**src/rtl/csvqs_pkg.sv**
```systemverilog
// Types, codes and constants shared by the CSV field splitter modules.
package csvqs_pkg;

   localparam logic [7:0] CH_COMMA         = 8'h2C;
   localparam logic [7:0] CH_QUOTE         = 8'h22;
   localparam logic [7:0] CH_NONE          = 8'h00;
   localparam logic [5:0] MAX_FIELDS_RESET = 6'd15;
   localparam logic [5:0] FIELDS_SAT       = 6'd63;

   typedef enum logic [1:0] {
      MODE_START  = 2'd0,
      MODE_PLAIN  = 2'd1,
      MODE_QUOTED = 2'd2,
      MODE_HELD   = 2'd3
   } mode_type;

   typedef enum logic [1:0] {
      KIND_CHAR  = 2'd0,
      KIND_FIELD = 2'd1,
      KIND_LINE  = 2'd2
   } kind_type;

   typedef struct packed {
      kind_type    kind;
      logic [7:0]  char_out;
      logic [5:0]  field_index;
      logic [5:0]  field_count;
      logic        last_result;
   } result_type;

   typedef struct packed {
      logic [1:0]  num_results;
      result_type  res0;
      result_type  res1;
      mode_type    mode_next;
      logic [5:0]  fields_done_next;
   } step_type;

endpackage

```
**src/rtl/csvqs_step.sv**
```systemverilog
// Parse step: next parser state and up to two results for one character or line end.
module csvqs_step
   import csvqs_pkg::*;
(
   input  mode_type    mode,
   input  logic [5:0]  fields_done,
   input  logic [5:0]  max_fields,
   input  logic [7:0]  char_in,
   input  logic        end_of_line,
   output step_type    step
);

   logic [5:0]  fields_inc;
   result_type  field_end;
   result_type  line_end_prev;
   result_type  line_end_cur;
   result_type  char_res;
   result_type  quote_res;

   always_comb begin
      fields_inc    = (fields_done < FIELDS_SAT) ? fields_done + 6'd1 : fields_done;
      field_end     = '{kind: KIND_FIELD, char_out: CH_NONE, field_index: fields_done,
                        field_count: 6'd0, last_result: 1'b0};
      line_end_cur  = '{kind: KIND_LINE, char_out: CH_NONE, field_index: 6'd0,
                        field_count: fields_done, last_result: 1'b0};
      // line end that follows a field end sees the incremented count
      line_end_prev = '{kind: KIND_LINE, char_out: CH_NONE, field_index: 6'd0,
                        field_count: fields_inc, last_result: 1'b0};
      char_res      = '{kind: KIND_CHAR, char_out: char_in, field_index: fields_done,
                        field_count: 6'd0, last_result: 1'b0};
      quote_res     = '{kind: KIND_CHAR, char_out: CH_QUOTE, field_index: fields_done,
                        field_count: 6'd0, last_result: 1'b0};

      step                  = '0;
      step.mode_next        = mode;
      step.fields_done_next = fields_done;

      case (mode)
         MODE_START: begin
            if (end_of_line) begin
               step.num_results      = 2'd1;
               step.res0             = line_end_cur;
               step.fields_done_next = 6'd0;
            end else if (fields_done >= max_fields) begin
               // limit reached: drop the character
               step.num_results = 2'd0;
            end else if (char_in == CH_QUOTE) begin
               step.mode_next = MODE_QUOTED;
            end else if (char_in == CH_COMMA) begin
               step.num_results      = 2'd1;
               step.res0             = field_end;
               step.fields_done_next = fields_inc;
            end else begin
               step.num_results = 2'd1;
               step.res0        = char_res;
               step.mode_next   = MODE_PLAIN;
            end
         end
         MODE_PLAIN: begin
            if (end_of_line) begin
               step.num_results      = 2'd2;
               step.res0             = field_end;
               step.res1             = line_end_prev;
               step.mode_next        = MODE_START;
               step.fields_done_next = 6'd0;
            end else if (char_in == CH_COMMA) begin
               step.num_results      = 2'd1;
               step.res0             = field_end;
               step.mode_next        = MODE_START;
               step.fields_done_next = fields_inc;
            end else begin
               step.num_results = 2'd1;
               step.res0        = char_res;
            end
         end
         MODE_QUOTED: begin
            if (end_of_line) begin
               step.num_results      = 2'd2;
               step.res0             = field_end;
               step.res1             = line_end_prev;
               step.mode_next        = MODE_START;
               step.fields_done_next = 6'd0;
            end else if (char_in == CH_QUOTE) begin
               step.mode_next = MODE_HELD;
            end else begin
               step.num_results = 2'd1;
               step.res0        = char_res;
            end
         end
         MODE_HELD: begin
            if (end_of_line) begin
               step.num_results      = 2'd2;
               step.res0             = field_end;
               step.res1             = line_end_prev;
               step.mode_next        = MODE_START;
               step.fields_done_next = 6'd0;
            end else if (char_in == CH_COMMA) begin
               step.num_results      = 2'd1;
               step.res0             = field_end;
               step.mode_next        = MODE_START;
               step.fields_done_next = fields_inc;
            end else if (char_in == CH_QUOTE) begin
               // emit the held quote, keep holding the new one
               step.num_results = 2'd1;
               step.res0        = quote_res;
            end else begin
               step.num_results = 2'd2;
               step.res0        = quote_res;
               step.res1        = char_res;
               step.mode_next   = MODE_QUOTED;
            end
         end
         default: begin
            step.mode_next = MODE_START;
         end
      endcase

      if (step.num_results == 2'd1) begin
         step.res0.last_result = 1'b1;
      end
      if (step.num_results == 2'd2) begin
         step.res1.last_result = 1'b1;
      end
   end

endmodule

```
**src/rtl/csv_quoted_field_splitter.sv**
```systemverilog
// Top level of the CSV field splitter: parser state, result queue and stream ports.
//
// Usage: feed one line as a stream of characters on req_ (req_tdata = character,
// req_tlast = 1 for the end-of-line marker, whose data is ignored). Results come
// out on rsp_: rsp_tuser is the kind (content character, field end, line end),
// rsp_tdata carries the character, field index and field count, rsp_tlast marks
// the final result caused by one input transaction. An input transaction yields
// zero, one or two results.
// Results pass through the registered result queue; rsp_ offers the queue head.
// Throughput: one character per cycle while req_tready is high; a character that
// yields two results puts both into the four-entry result queue, which absorbs them.
// req_tready is high while the queue has room for two results, so a stalled
// receiver fills the queue and then holds off the sender; nothing is dropped.
// csr_wr_en writes max_fields; write it only while the block is idle.
// Reset clears the queue, returns the parser to field start with no fields
// counted and sets max_fields to 15.
module csv_quoted_field_splitter
   import csvqs_pkg::*;
(
   input  logic        clock,
   input  logic        reset,
   input  logic        req_tvalid,
   output logic        req_tready,
   input  logic [7:0]  req_tdata,   // [7:0] char_in
   input  logic        req_tlast,   // end_of_line
   output logic        rsp_tvalid,
   input  logic        rsp_tready,
   output logic [23:0] rsp_tdata,   // [7:0] char_out, [13:8] field_index,
                                    // [19:14] field_count, [23:20] zero
   output logic [1:0]  rsp_tuser,   // [1:0] kind
   output logic        rsp_tlast,   // last_result
   input  logic        csr_wr_en,
   input  logic [5:0]  csr_wr_data  // [5:0] max_fields
);

   mode_type    mode_ff, mode_in;
   logic [5:0]  fields_done_ff, fields_done_in;
   logic [5:0]  max_fields_ff, max_fields_in;
   result_type  queue_ff [4];
   logic [1:0]  wr_ptr_ff, wr_ptr_in;
   logic [1:0]  rd_ptr_ff, rd_ptr_in;
   logic [2:0]  count_ff, count_in;
   logic        req_fire;
   logic        rsp_fire;
   logic [1:0]  push_num;
   step_type    step;
   result_type  head;

   csvqs_step u_step (
      .mode        (mode_ff),
      .fields_done (fields_done_ff),
      .max_fields  (max_fields_ff),
      .char_in     (req_tdata),
      .end_of_line (req_tlast),
      .step        (step)
   );

   assign req_tready = (count_ff <= 3'd2);
   assign req_fire   = req_tvalid && req_tready;
   assign rsp_tvalid = (count_ff != 3'd0);
   assign rsp_fire   = rsp_tvalid && rsp_tready;
   assign head       = queue_ff[rd_ptr_ff];
   assign rsp_tdata  = {4'd0, head.field_count, head.field_index, head.char_out};
   assign rsp_tuser  = head.kind;
   assign rsp_tlast  = head.last_result;

   always_comb begin
      push_num       = req_fire ? step.num_results : 2'd0;
      mode_in        = req_fire ? step.mode_next : mode_ff;
      fields_done_in = req_fire ? step.fields_done_next : fields_done_ff;
      max_fields_in  = csr_wr_en ? csr_wr_data : max_fields_ff;
      wr_ptr_in      = wr_ptr_ff + push_num;
      rd_ptr_in      = rsp_fire ? rd_ptr_ff + 2'd1 : rd_ptr_ff;
      count_in       = count_ff + {1'b0, push_num} - {2'd0, rsp_fire};
   end

   always_ff @(posedge clock) begin
      if (reset) begin
         mode_ff        <= MODE_START;
         fields_done_ff <= 6'd0;
         max_fields_ff  <= MAX_FIELDS_RESET;
         wr_ptr_ff      <= 2'd0;
         rd_ptr_ff      <= 2'd0;
         count_ff       <= 3'd0;
      end else begin
         mode_ff        <= mode_in;
         fields_done_ff <= fields_done_in;
         max_fields_ff  <= max_fields_in;
         wr_ptr_ff      <= wr_ptr_in;
         rd_ptr_ff      <= rd_ptr_in;
         count_ff       <= count_in;
      end
   end

   // queue payload: write the first result at the tail, the second one after it
   always_ff @(posedge clock) begin
      if (push_num != 2'd0) begin
         queue_ff[wr_ptr_ff] <= step.res0;
      end
      if (push_num == 2'd2) begin
         queue_ff[wr_ptr_ff + 2'd1] <= step.res1;
      end
   end

endmodule
```
**config.mk**
```make
export PLATFORM = sky130hd
export DESIGN_NAME = csv_quoted_field_splitter
export DESIGN_NICKNAME = d
export VERILOG_FILES = /design/src/rtl/csvqs_pkg.sv /design/src/rtl/csvqs_step.sv /design/src/rtl/csv_quoted_field_splitter.sv
export SDC_FILE = /design/constraint.sdc
export NUM_CORES = 1
export LEC_CHECK = 0
export ABC_AREA = 0
export BUFFER_PORTS_ARGS = -buffer_cell sky130_fd_sc_hd__buf_2
export CAP_MARGIN = 25
export CORE_UTILIZATION = 25
export DETAILED_ROUTE_END_ITERATION = 7
export PLACE_DENSITY_LB_ADDON = 0.1
export SLEW_MARGIN = 20
export SYNTH_ARGS = -nofsm -noshare
export SYNTH_HDL_FRONTEND = slang
export SYNTH_SLANG_ARGS = --single-unit
```
**constraint.sdc**
```tcl
create_clock -name clock -period 7.2 [get_ports clock]
set_input_delay 0.36 -clock clock [delete_from_list [all_inputs] [get_ports clock]]
set_output_delay 0.36 -clock clock [all_outputs]
set_load 0.03 [all_outputs]
```
==> flow_metrics.tcl <==
set metrics [dict create \
    grt_overflow 0 \
    reg2reg_from "mode_ff[0]" \
    period_share_pct 60.1 \
    die_w_um 160 \
    via_count 4810 \
    clk_path_buf_depth 2 \
    portBuffers 44 \
    antenna_found_initial 0 \
    final-max-slew-violation-count 0 \
    switching_share_pct 34.3 \
    powerDensity_nw_per_um2 344 \
    postCtsSetupRepairBufs 0 \
    wl_um 19100 \
    crit_family "simple AND/OR/NAND/NOR gates" \
    maxSlewHeadroom_pct 32.5 \
    synthCells 548 \
    grt_pass1_vias 4696 \
    yosysWarnings 0 \
    p_leak_nw 2.45 \
    synth_area_um2 6230 \
    fin_nets 621 \
    rows 57 \
    syn_area_per_cell_um2 11.4 \
    via_per_inst 5.22 \
    crit_path_end_kind "flip-flop" \
    rsz0062_at_grt "no" \
    hold_path_class "primary input to flip-flop" \
    wire_per_inst_um 20.8 \
    cts_sinks 115 \
    cp-start-kind "flip-flop" \
    syn_to_final_growth_pct 19.6 \
    hold_end "max_fields_ff[0]" \
    crit_type "flip-flop to flip-flop" \
    drc 0 \
    synth-edff-count 88 \
    critPathMaxFanout 17 \
    cp_data_arrival_time_ns 4.49 \
    max_freq_mhz 231 \
    r2r_cells 11 \
    cpPeakStageDelay_ns 0.64 \
    status "finished clean" \
    drtIter0Drc 467 \
    post-route-util_pct 30.5 \
    grt_usage_pct 15.3 \
    finalHoldViolCount 0 \
    grt_pass1_wl_um 28800 \
    ys_ff_latch 115 \
    cts.clk_slew.worst_paths_ns 0.06 \
    synth-main-ff-cell "edfxtp_1" \
    antenna_left 0 \
    fp.dieArea_um2 25500 \
    antenna-diode-count 0 \
    tightest_slew_ns 1.01 \
    cpMaxStageDelayCell "nand2_1" \
    seqPwrFrac_pct 34.3 \
    cts_tree "yes" \
    pin_count 49 \
    yosys-top-cells-area "edfxtp_1, dfxtp_1, mux4_2" \
    core_region_area_um2 24400 \
    cts_resized 0 \
    critPathBufInv 3 \
    start_util_pct 25.5 \
    hp-start "csr_wr_data[0]" \
    yosysSeqAreaShare_pct 51.1 \
    numCtsBuffers 17 \
    synth.distinct_cells 60 \
    power_frac_comb_pct 30.2 \
    yosys.area.top_type_share_pct 42.4 \
    r2r-end "queue_ff[3][19]" \
    p_sw_uw 880 \
    path_cells "inv_1, ha_1, nand2b_1, or3_1, o22ai_2, nor3_2, nand2_2, inv_2, o21ai_2, nand2_1, buf_4" \
    drive_gt1_share_pct 22.4 \
    clock_latency_ns 0.42 \
    finClkSkew_ns 0.00844 \
    tns_ns 0 \
    place_congestion 0.842 \
    synthArstFlopShare_pct 0 \
    fin_crit_ns 4.33 \
    reg2reg_setup_slack_ns 2.87 \
    die_h_um 160 \
    power.share.clock_pct 35.5 \
    yosysTopAreaCell "edfxtp_1" \
    place.detailed.hpwl_um 13800 \
    internal_power_mw 1.68 \
    worstPathRequired_ns 7.36 \
    ir_drop_uv 156 \
    holdPathStages 3 \
    postCtsHoldBufs 0 \
    maxCapViolations 0 \
    root_buffer "clkbuf_16" \
    firstDrtPassIters 8 \
    finalSetupViolCount 0 \
    grt_max_degree 24 \
    cts_htree_levels 4 \
]
==> routing by layer <==
metal  global-route usage (%)  vias up  routed length, um
met3                     3.40       20               1100
li1                         -     2210                  -
met4                     5.67        0                324
met2                     23.8      181               8780
met1                     20.7     2399               8920
met5                        0        -                  0
==> power groups by stage <==
stage / registers, mW / clock network, mW / logic, mW
finish: 0.880 / 0.910 / 0.774
CTS: 0.900 / 0.923 / 0.754
detailed placement: 0.913 / 0 / 0.751
global route: 0.893 / 0.951 / 0.829
floorplan: 0.853 / 0 / 0.579
global placement: 0.911 / 0 / 0.738
==> cells in the mapped netlist (3+ instances only) <==
cell type,count
o31ai_1,9
nor2_1,25
mux4_2,23
o21ai_2,3
a22oi_1,4
ha_1,16
nand4_1,9
and2_1,4
and3_1,4
or3_1,4
inv_1,16
buf_1,3
o211ai_1,13
edfxtp_1,88
nand2b_1,7
mux2i_1,8
nor2b_1,4
a211o_1,3
buf_2,9
nand3_1,15
a21boi_0,18
dfxtp_1,27
a21oi_1,23
xnor2_1,6
o21a_1,5
nor3_1,17
buf_4,4
a31oi_1,6
clkbuf_1,25
nand2_1,48
or2_2,8
o22ai_1,50
o21ai_0,10
==> how the worst max path moves through the flow <==
stage	cells after the start	end	startpoint	slack, ns
2_1_floorplan	10	count_ff[2]	count_ff[0]	3.81
3_3_place_gp	9	queue_ff[2][8]	req_tdata[7]	2.73
3_5_place_dp	10	queue_ff[3][11]	req_tdata[7]	2.68
4_1_cts	11	queue_ff[3][19]	mode_ff[0]	2.81
5_1_grt	11	queue_ff[3][10]	mode_ff[0]	2.52
6_report	11	queue_ff[3][19]	mode_ff[0]	2.87
==> stage by stage <==
step                      area [um2]  hold WS (ns)  setup slack (ns)  power, mW  std cells
final                           7450         0.154              2.87       2.56        921
after global routing            7450         0.154              2.52       2.67        921
after CTS                       7420         0.148              2.81       2.58        920
after detailed placement        6790         0.458              2.68       1.66        888
after global placement          6760         0.446              2.73       1.65        886
after floorplan                 6240         0.432              3.81       1.43        551
==> sequential cells by signal, summed over array words and instances (netlist names), named ones only <==
name / cells
mode_ff: 2
max_fields_ff: 6
queue_ff: 92
fields_done_ff: 6
rd_ptr_ff: 2
count_ff: 3
wr_ptr_ff: 2
==> cells by family after synthesis <==
kind of cell	Yosys count	share of synthesized area (%)
compound gates	162	18.2
simple gates	154	12.2
flops	115	51.1
buf+inv	61	4.34
mux	31	9.60
fa+ha+maj	17	3.54
xor+xnor	7	0.984
other cells	1	0.0602
==> layout by cell type, fill, tap and decap left out, drive strengths merged, types with 2 or more instances in the layout <==
cell type | synthesis | routed
edfxtp | 88 | 88
a211oi | 3 | 3
inv | 17 | 22
xnor2 | 6 | 6
and3 | 4 | 4
nor2 | 25 | 25
nand2b | 7 | 7
nand3 | 15 | 15
a2111oi | 2 | 2
clkinv | 1 | 5
o2111ai | 2 | 2
o21a | 5 | 5
buf | 18 | 57
mux4 | 23 | 23
mux2i | 8 | 8
nor3 | 18 | 18
a21boi | 18 | 18
nand4 | 9 | 9
o221ai | 2 | 2
o21ai | 15 | 15
a31oi | 6 | 6
a22oi | 4 | 4
o31ai | 9 | 9
nand2 | 49 | 49
or3 | 4 | 4
o211ai | 13 | 13
or2 | 8 | 8
nand3b | 2 | 2
and2 | 4 | 4
o211a | 2 | 2
dfxtp | 27 | 27
a211o | 3 | 3
a21oi | 23 | 23
o22ai | 51 | 51
nor2b | 4 | 4
a221o | 2 | 2
ha | 16 | 16
clkbuf | 25 | 18
conb | 1 | 4
bufinv | 0 | 4
==> cell type report <==
class | instances | area (um2)
tap | 324 | 405
fill | 2497 | 16900
clock inverter | 14 | 201
multi-input combinational | 375 | 2810
clock buffer | 18 | 429
timing repair buffer | 57 | 353
sequential | 115 | 3180
inverter | 18 | 67.6
==> tightest hold or removal path, cell delays in order <==
cell,delay (ns)
buf_2,0.08
mux2i_1,0.05
nand2_1,0.05
Power figures use the tool's default switching activity.
